File: src/hw/rtl/dtde_pkg.sv
// ----------------------------------------------------------------------------
// dtde_pkg - shared types, constants and digit helpers
// Command codes, BCD limits and the per-digit step rules of the date and
// time digit editor.
// ----------------------------------------------------------------------------
package dtde_pkg;

    // Command carried in the input tuser
    typedef enum logic [1:0] {
        CMD_LOAD = 2'd0,
        CMD_SET  = 2'd1,
        CMD_UP   = 2'd2,
        CMD_DOWN = 2'd3
    } cmd_t;

    typedef logic [7:0] bcd_t;
    typedef logic [3:0] pos_t;

    localparam pos_t POS_IDLE  = 4'd0;
    localparam pos_t POS_FIRST = 4'd1;
    localparam pos_t POS_LAST  = 4'd10;

    // Editing positions
    localparam pos_t POS_HOUR_T   = 4'd1;
    localparam pos_t POS_HOUR_O   = 4'd2;
    localparam pos_t POS_MINUTE_T = 4'd3;
    localparam pos_t POS_MINUTE_O = 4'd4;
    localparam pos_t POS_MONTH_T  = 4'd5;
    localparam pos_t POS_MONTH_O  = 4'd6;
    localparam pos_t POS_DAY_T    = 4'd7;
    localparam pos_t POS_DAY_O    = 4'd8;
    localparam pos_t POS_YEAR_T   = 4'd9;
    localparam pos_t POS_YEAR_O   = 4'd10;

    // BCD limits and replacement values
    localparam bcd_t BCD_00 = 8'h00;
    localparam bcd_t BCD_01 = 8'h01;
    localparam bcd_t BCD_02 = 8'h02;
    localparam bcd_t BCD_09 = 8'h09;
    localparam bcd_t BCD_10 = 8'h10;
    localparam bcd_t BCD_12 = 8'h12;
    localparam bcd_t BCD_20 = 8'h20;
    localparam bcd_t BCD_23 = 8'h23;
    localparam bcd_t BCD_28 = 8'h28;
    localparam bcd_t BCD_29 = 8'h29;
    localparam bcd_t BCD_30 = 8'h30;
    localparam bcd_t BCD_31 = 8'h31;
    localparam bcd_t BCD_50 = 8'h50;

    localparam int TDATA_IN_W  = 32;
    localparam int TDATA_OUT_W = 48;

    function automatic logic long_month(input bcd_t m);
        return m inside {8'h01, 8'h03, 8'h05, 8'h07, 8'h08, 8'h10, 8'h12};
    endfunction

    function automatic logic short_month(input bcd_t m);
        return m inside {8'h04, 8'h06, 8'h09, 8'h11};
    endfunction

    // Raise the tens digit below the limit, else keep only the ones
    function automatic bcd_t tens_up(input bcd_t v, input logic [3:0] limit);
        if (v[7:4] < limit)
            return bcd_t'(v + BCD_10);
        return {4'h0, v[3:0]};
    endfunction

    // Raise the ones digit below nine, else keep only the tens
    function automatic bcd_t ones_up(input bcd_t v);
        if (v[3:0] < 4'h9)
            return bcd_t'(v + BCD_01);
        return {v[7:4], 4'h0};
    endfunction

    // Lower the tens digit, wrapping by the given amount at zero
    function automatic bcd_t tens_down(input bcd_t v, input bcd_t wrap_add);
        if (v[7:4] == 4'h0)
            return bcd_t'(v + wrap_add);
        return bcd_t'(v - BCD_10);
    endfunction

    // Lower the ones digit, wrapping to nine at zero
    function automatic bcd_t ones_down(input bcd_t v);
        if (v[3:0] == 4'h0)
            return bcd_t'(v + BCD_09);
        return bcd_t'(v - BCD_01);
    endfunction

    // Limit the day to the month length; leap test uses the low year bits
    function automatic bcd_t clamp_day(input bcd_t day, input bcd_t month,
                                       input bcd_t year, input bcd_t c31,
                                       input bcd_t c29, input bcd_t c28);
        bcd_t d;
        logic leap;
        d    = day;
        leap = (year[1:0] == 2'b00);
        if (d > BCD_31 && long_month(month))
            d = c31;
        if (d > BCD_30 && short_month(month))
            d = BCD_30;
        if (d > BCD_29 && month == BCD_02 && leap)
            d = c29;
        if (d > BCD_28 && month == BCD_02 && !leap)
            d = c28;
        return d;
    endfunction

endpackage

File: src/hw/rtl/date_time_digit_editor.sv
// ----------------------------------------------------------------------------
// date_time_digit_editor - digit-by-digit editor for a BCD date and time
// Loads hour, minute, month, day and year, steps one digit at a time with
// up, down and set keys, and flags done after the last position.
// ----------------------------------------------------------------------------
// One word in gives one word out. A word is taken every cycle in which the
// result register is empty or is being emptied, so the block sustains one
// word per clock; the result is registered and appears in the cycle after
// acceptance. The rate is set by the loop through the state bytes: each
// word's compare and add on one byte is worked out from the state registers
// and written back at the same edge as the result register.
module date_time_digit_editor
    import dtde_pkg::*;
(
    input  logic                   clk,
    input  logic                   rst_n,
    // Input stream
    input  logic                   s_tvalid,
    output logic                   s_tready,
    // tdata from bit 0: new_hour[5:0], new_minute[6:0], new_month[4:0],
    //                   new_day[5:0], new_year[7:0]
    input  logic [TDATA_IN_W-1:0]  s_tdata,
    // tuser: cmd[1:0]
    input  logic [1:0]             s_tuser,
    // Output stream
    output logic                   m_tvalid,
    input  logic                   m_tready,
    // tdata from bit 0: hour_out[7:0], minute_out[7:0], month_out[7:0],
    //                   day_out[7:0], year_out[7:0], position_out[3:0],
    //                   four zero bits
    output logic [TDATA_OUT_W-1:0] m_tdata,
    // tlast: done_next, the set that closes the editing session
    output logic                   m_tlast
);

    // State
    bcd_t hour_reg, minute_reg, month_reg, day_reg, year_reg;
    pos_t pos_reg;
    bcd_t hour_next, minute_next, month_next, day_next, year_next;
    pos_t pos_next;
    logic done_next;

    logic                   m_tvalid_reg;
    logic [TDATA_OUT_W-1:0] m_tdata_reg;
    logic                   m_tlast_reg;

    logic accept;
    logic active;
    cmd_t cmd;

    assign cmd      = cmd_t'(s_tuser);
    assign s_tready = !m_tvalid_reg || m_tready;
    assign accept   = s_tvalid && s_tready;
    assign active   = (pos_reg >= POS_FIRST) && (pos_reg <= POS_LAST);

    // Work out the next state for one word
    always_comb
    begin
        hour_next   = hour_reg;
        minute_next = minute_reg;
        month_next  = month_reg;
        day_next    = day_reg;
        year_next   = year_reg;
        pos_next    = pos_reg;
        done_next   = 1'b0;

        if (cmd == CMD_LOAD)
        begin
            hour_next   = {2'b00, s_tdata[5:0]};
            minute_next = {1'b0, s_tdata[12:6]};
            month_next  = {3'b000, s_tdata[17:13]};
            day_next    = {2'b00, s_tdata[23:18]};
            year_next   = s_tdata[31:24];
            pos_next    = POS_FIRST;
        end
        else if (active)
        begin
            case (cmd)
                CMD_SET:
                begin
                    // Confirm clamps, then advance or finish
                    if (hour_next > BCD_23)
                        hour_next = BCD_20;
                    if (month_next > BCD_12)
                        month_next = BCD_10;
                    if (month_next == BCD_00)
                        month_next = BCD_01;
                    if (day_next == BCD_00)
                        day_next = BCD_01;
                    day_next = clamp_day(day_next, month_next, year_next,
                                         BCD_30, BCD_20, BCD_20);
                    if (pos_reg >= POS_LAST)
                    begin
                        pos_next  = POS_IDLE;
                        done_next = 1'b1;
                    end
                    else
                        pos_next = pos_t'(pos_reg + POS_FIRST);
                end
                CMD_UP:
                begin
                    case (pos_reg)
                        POS_HOUR_T:   hour_next = tens_up(hour_reg, 4'h2);
                        POS_HOUR_O:
                        begin
                            hour_next = ones_up(hour_reg);
                            if (hour_next > BCD_23)
                                hour_next = BCD_20;
                        end
                        POS_MINUTE_T: minute_next = tens_up(minute_reg, 4'h5);
                        POS_MINUTE_O: minute_next = ones_up(minute_reg);
                        POS_MONTH_T:  month_next = tens_up(month_reg, 4'h1);
                        POS_MONTH_O:
                        begin
                            month_next = ones_up(month_reg);
                            if (month_next > BCD_12)
                                month_next = BCD_10;
                            if (month_next == BCD_00)
                                month_next = BCD_01;
                        end
                        POS_DAY_T:    day_next = tens_up(day_reg, 4'h3);
                        POS_DAY_O:
                        begin
                            day_next = ones_up(day_reg);
                            if (day_next == BCD_00)
                                day_next = BCD_01;
                            day_next = clamp_day(day_next, month_reg, year_reg,
                                                 BCD_30, BCD_20, BCD_20);
                        end
                        POS_YEAR_T:   year_next = tens_up(year_reg, 4'h9);
                        POS_YEAR_O:   year_next = ones_up(year_reg);
                        default:      ;
                    endcase
                end
                CMD_DOWN:
                begin
                    case (pos_reg)
                        POS_HOUR_T:   hour_next = tens_down(hour_reg, BCD_20);
                        POS_HOUR_O:
                        begin
                            hour_next = ones_down(hour_reg);
                            if (hour_next > BCD_23)
                                hour_next = BCD_23;
                        end
                        POS_MINUTE_T: minute_next = tens_down(minute_reg, BCD_50);
                        POS_MINUTE_O: minute_next = ones_down(minute_reg);
                        POS_MONTH_T:  month_next = tens_down(month_reg, BCD_10);
                        POS_MONTH_O:
                        begin
                            month_next = ones_down(month_reg);
                            if (month_next > BCD_12)
                                month_next = BCD_10;
                            if (month_next == BCD_00)
                                month_next = BCD_09;
                        end
                        POS_DAY_T:
                            day_next = tens_down(day_reg,
                                                 (month_reg == BCD_02) ? BCD_20 : BCD_30);
                        POS_DAY_O:
                        begin
                            day_next = ones_down(day_reg);
                            if (day_next == BCD_00)
                                day_next = BCD_09;
                            day_next = clamp_day(day_next, month_reg, year_reg,
                                                 BCD_31, BCD_29, BCD_28);
                        end
                        POS_YEAR_T:   year_next = tens_down(year_reg, BCD_10);
                        POS_YEAR_O:   year_next = ones_down(year_reg);
                        default:      ;
                    endcase
                end
                default: ;
            endcase
        end
    end

    // Hold the state bytes and position; advance on each accepted word
    always_ff @(posedge clk or negedge rst_n)
    begin
        if (!rst_n)
        begin
            hour_reg   <= BCD_00;
            minute_reg <= BCD_00;
            month_reg  <= BCD_01;
            day_reg    <= BCD_01;
            year_reg   <= BCD_00;
            pos_reg    <= POS_IDLE;
        end
        else if (accept)
        begin
            hour_reg   <= hour_next;
            minute_reg <= minute_next;
            month_reg  <= month_next;
            day_reg    <= day_next;
            year_reg   <= year_next;
            pos_reg    <= pos_next;
        end
    end

    // Output valid: set on accept, drop once taken
    always_ff @(posedge clk or negedge rst_n)
    begin
        if (!rst_n)
            m_tvalid_reg <= 1'b0;
        else if (accept)
            m_tvalid_reg <= 1'b1;
        else if (m_tready)
            m_tvalid_reg <= 1'b0;
    end

    // Result word and end-of-session flag
    always_ff @(posedge clk)
    begin
        if (accept)
        begin
            m_tdata_reg <= {4'b0000, pos_next, year_next, day_next,
                            month_next, minute_next, hour_next};
            m_tlast_reg <= done_next;
        end
    end

    assign m_tvalid = m_tvalid_reg;
    assign m_tdata  = m_tdata_reg;
    assign m_tlast  = m_tlast_reg;

    // Position never leaves its legal range
    a_pos_range: assert property (@(posedge clk) disable iff (!rst_n)
        pos_reg <= POS_LAST)
        else $error("edit position out of range");

    // A load always restarts at the first position
    a_load_restart: assert property (@(posedge clk) disable iff (!rst_n)
        (accept && cmd == CMD_LOAD) |=> (pos_reg == POS_FIRST))
        else $error("load did not restart editing");

    // Done is only reported with the editor back to idle
    a_done_idle: assert property (@(posedge clk) disable iff (!rst_n)
        (m_tvalid && m_tlast) |-> (m_tdata[43:40] == POS_IDLE))
        else $error("done raised with position not idle");

    // Input is refused only while a result is stalled
    a_ready: assert property (@(posedge clk) disable iff (!rst_n)
        !s_tready |-> (m_tvalid && !m_tready))
        else $error("input refused with output free");

    // State bytes hold without an accepted word
    a_state_hold: assert property (@(posedge clk) disable iff (!rst_n)
        !accept |=> ($stable(hour_reg) && $stable(day_reg) && $stable(pos_reg)))
        else $error("state changed without an accepted word");

endmodule

File: config.mk
export PLATFORM = sky130hd
export DESIGN_NAME = date_time_digit_editor
export DESIGN_NICKNAME = d
export VERILOG_FILES = /design/src/hw/rtl/dtde_pkg.sv /design/src/hw/rtl/date_time_digit_editor.sv
export SDC_FILE = /design/constraint.sdc
export NUM_CORES = 1
export LEC_CHECK = 0
export BUFFER_PORTS_ARGS = -buffer_cell sky130_fd_sc_hd__buf_2
export CAP_MARGIN = 25
export CORE_MARGIN = 5
export CORE_UTILIZATION = 60
export DETAILED_ROUTE_END_ITERATION = 8
export GPL_ROUTABILITY_DRIVEN = 0
export HOLD_SLACK_MARGIN = 0.03
export PLACE_DENSITY = 0.83
export SLEW_MARGIN = 30
export SYNTH_ARGS = -nofsm -noshare
export SYNTH_HDL_FRONTEND = slang
export SYNTH_SLANG_ARGS = --single-unit
File: constraint.sdc
create_clock -name clk -period 8.3 [get_ports clk]
set_input_delay 0.415 -clock clk [delete_from_list [all_inputs] [get_ports clk]]
set_output_delay 0.415 -clock clk [all_outputs]
set_load 0.01 [all_outputs]
==> results_dict.tcl <==
set metrics [dict create \
    grt_start_max_net_pins 79 \
    grt_first_pass_wirelength_um 43200 \
    clock-sinks 90 \
    synth-seq-cells 90 \
    path_cells "inv_1 -> ha_1 -> nor3b_2 -> inv_1 -> ha_1 -> a211oi_1 -> nor3_1 -> o31ai_1 -> nand3_2 -> a21o_1 -> a211oi_1 -> nor4_1 -> a211oi_1 -> a211oi_1" \
    overflow 0 \
    synth_xor_area_share_pct 3.17 \
    synth_edf_count 45 \
    core_um2 15000 \
    post_cts_resized 0 \
    ys_types 91 \
    grt_usage_pct 29.2 \
    synth_compound_area_share_pct 28.2 \
    antenna_found_initial 0 \
    io-pin-count 89 \
    r2r-start "day_reg[1]$_DFFE_PN0P_" \
    post-dp-hpwl_um 18400 \
    cp_slowest_cell "o31ai_1" \
    numCtsBuffers 9 \
    hold_viol 0 \
    drt_iter0_markers 1449 \
    die_y_um 133 \
    finalCritPeriodShare_pct 60.1 \
    cp_top_family "compound AO/OA/AOI/OAI gates" \
    avgSynthCellArea_um2 7.85 \
    synthSimpleGateAreaFrac_pct 23.1 \
    power_uw 3730 \
    finalSetupViolations 0 \
    cts_root_buf "clkbuf_16" \
    critical_path.max_stage_delay_ns 0.59 \
    fin_cells 1374 \
    synth.area.top_cells "edfxtp_1 (15%), dfrtp_1 (12%), ha_1 (8.5%)" \
    postSynthCellCount 1161 \
    ys_warn_count 0 \
    synth_top_area_share_pct 14.8 \
    timing.critical_path.buf_inv 2 \
    drive_above_1_share_pct 13.5 \
    drcViolationCount 0 \
    async_flop_share_pct 50.0 \
    die_w_um 133 \
    dp.cells 1358 \
    detail_route.wl_per_cell_um 19.3 \
    hold_buffers 0 \
    cts-htree-levels 3 \
    rsz0062_at_grt "false" \
    r2r-end "m_tdata[26]$_DFFE_PP_" \
    grt_pass1_vias 8684 \
    netlist.top_cell.by_area "edfxtp_1" \
    clkLatencyLatePin_ns 0.36 \
    stdcell_area_um2 9780 \
    period_needed_ns 4.99 \
    cts_setup_buffers 0 \
    rows 45 \
    drtAntennaViolNets 0 \
    setup_ws_ns 3.31 \
    setup_tns_ns 0 \
    syn2layout_area_growth_pct 7.32 \
    cp_common_cell "a211oi_1" \
    maxSlewHeadroom_pct 35.3 \
    path_clk_slew_ns 0.07 \
    path_max_fanout 12 \
    hold_path_class "in -> async" \
    wl_um 26600 \
    synth_fa_ha_area_share_pct 8.51 \
    largest_reg_flops 44 \
    dpl_cell_area_um2 9510 \
    die_area_um2 17800 \
    fin_nets 1281 \
    n_antenna_cell 0 \
    status "finished, final reports clean" \
    synth_mux_area_share_pct 3.78 \
    vias 9308 \
    yosysSeqAreaShare_pct 27.2 \
    initial_core_util_pct 60.6 \
    irDropWorstVdd_v 0.000240 \
    arrival_ns 5.06 \
    maxCapViolCount 0 \
    synth_top_family_by_area "compound AO/OA/AOI/OAI gates" \
    worstSetupStartpointType "flop" \
    power.density_nw_per_um2 381 \
    maxSlewViolCount 0 \
    crit_type "reg -> reg" \
    place_ws_ns 3.47 \
    power.leakage_uw 0.00402 \
    endpoint_kind "flop" \
    synth.cell_area_um2 9110 \
    crit_start "day_reg[1]$_DFFE_PN0P_" \
    vias_per_cell 6.77 \
    fmax_mhz 200 \
    cts_tree "built" \
    fin_skew_ns 0.00727 \
    synth_flop_cell "edfxtp_1" \
    io_buffers 84 \
    worst_pin_slew_ns 0.970 \
    regToRegSetupSlack_ns 3.31 \
    required_ns 8.37 \
    rr_worst_depth 14 \
    firstDrtPassIters 7 \
    clk_path_buf_depth 2 \
]
==> cell families (layout without fill, tap and decap cells) <==
| kind of cell | after synthesis | after routing |
|---|---|---|
| adder cells (fa/ha/maj) | 62 | 62 |
| multiplexers | 31 | 31 |
| other | 1 | 4 |
| XOR/XNOR | 33 | 33 |
| AND/OR/NAND/NOR | 428 | 428 |
| flip-flops | 90 | 90 |
| buffers and inverters | 136 | 158 |
| AO/OA/AOI/OAI | 380 | 380 |
==> cell usage after synthesis, types with 16 or more instances <==
library cell / count
nand2b_1: 19
o21ai_0: 77
nand2_1: 132
a21oi_1: 89
nor2b_1: 17
nor3_1: 35
a211oi_1: 28
edfxtp_1: 45
nand3_1: 24
ha_1: 62
dfrtp_1: 43
nor2_1: 110
a31oi_1: 18
inv_1: 53
xor2_1: 17
xnor2_1: 16
a21o_1: 17
mux2_2: 26
clkbuf_1: 66
==> metrics by stage <==
stage	hold slack, ns	util [%]
floorplan	0.119	-
global placement	0.510	63.0
detailed placement	0.551	63.3
CTS	0.189	65.1
global route	0.230	65.1
finish	0.171	65.1
==> worst register-to-register path, delay by kind of cell (launching register included) <==
| family | cells | cell delay (ns) |
|---|---|---|
| AOI/OAI and AO/OA | 6 | 2.36 |
| and+or+nand+nor | 4 | 0.80 |
| adders and majority gates | 2 | 0.68 |
| DFF | 1 | 0.52 |
| buffers and inverters | 2 | 0.34 |
==> report_power, final <==
group | total, µW | switching [µW] | internal, µW
Sequential | 871 | 261 | 611
Combinational | 2460 | 1480 | 983
Clock | 396 | 192 | 204
Total | 3730 | 1930 | 1800
==> metal layers <==
metal	wire length [µm]	track usage, %	up-vias
li1	-	-	4354
met1	11000	39.1	4304
met2	11900	45.1	541
met3	2480	6.08	109
met4	1180	14.8	0
met5	0	0	-
==> cells in the final DEF (no fill, tap or decap), types with 6 or more instances in the layout <==
cell / count
nand2b_1: 19
xnor2_1: 16
and3_1: 9
a211o_1: 6
or3_1: 10
o21ai_0: 77
o211ai_1: 11
buf_2: 84
nor4_1: 6
o221ai_1: 10
nor4b_1: 7
o31ai_1: 11
nor3_1: 35
clkbuf_16: 9
ha_1: 62
a21o_1: 17
a21boi_0: 6
dfrtp_1: 43
a211oi_1: 28
a21oi_1: 89
a31oi_1: 18
a221oi_1: 8
a22oi_1: 8
edfxtp_1: 45
mux2_2: 26
nand2_1: 132
and2_1: 9
nand3_1: 24
inv_1: 52
nand4_1: 7
nor3b_1: 7
o22ai_1: 12
nor2_1: 109
nor2b_1: 17
xor2_1: 17
o31a_1: 7
==> how the worst max path moves through the flow <==
stage          slack (ns)               endpoint  cells after the start
2_1_floorplan        4.01  m_tdata[26]$_DFFE_PP_                     15
3_3_place_gp         3.65  m_tdata[26]$_DFFE_PP_                     14
3_5_place_dp         3.47  m_tdata[26]$_DFFE_PP_                     14
4_1_cts              3.44  m_tdata[26]$_DFFE_PP_                     14
5_1_grt              2.99  m_tdata[26]$_DFFE_PP_                     14
6_report             3.31  m_tdata[26]$_DFFE_PP_                     14
==> area by class of cell <==
class | count | area (µm²)
clock inverters | 6 | 41.3
well taps | 188 | 235
inverters | 53 | 200
multi-input cells | 938 | 6120
fillers | 1281 | 5250
flip-flops and latches | 90 | 2480
clock buffers | 10 | 229
repair buffers | 89 | 478
Power figures use the tool's default switching activity.
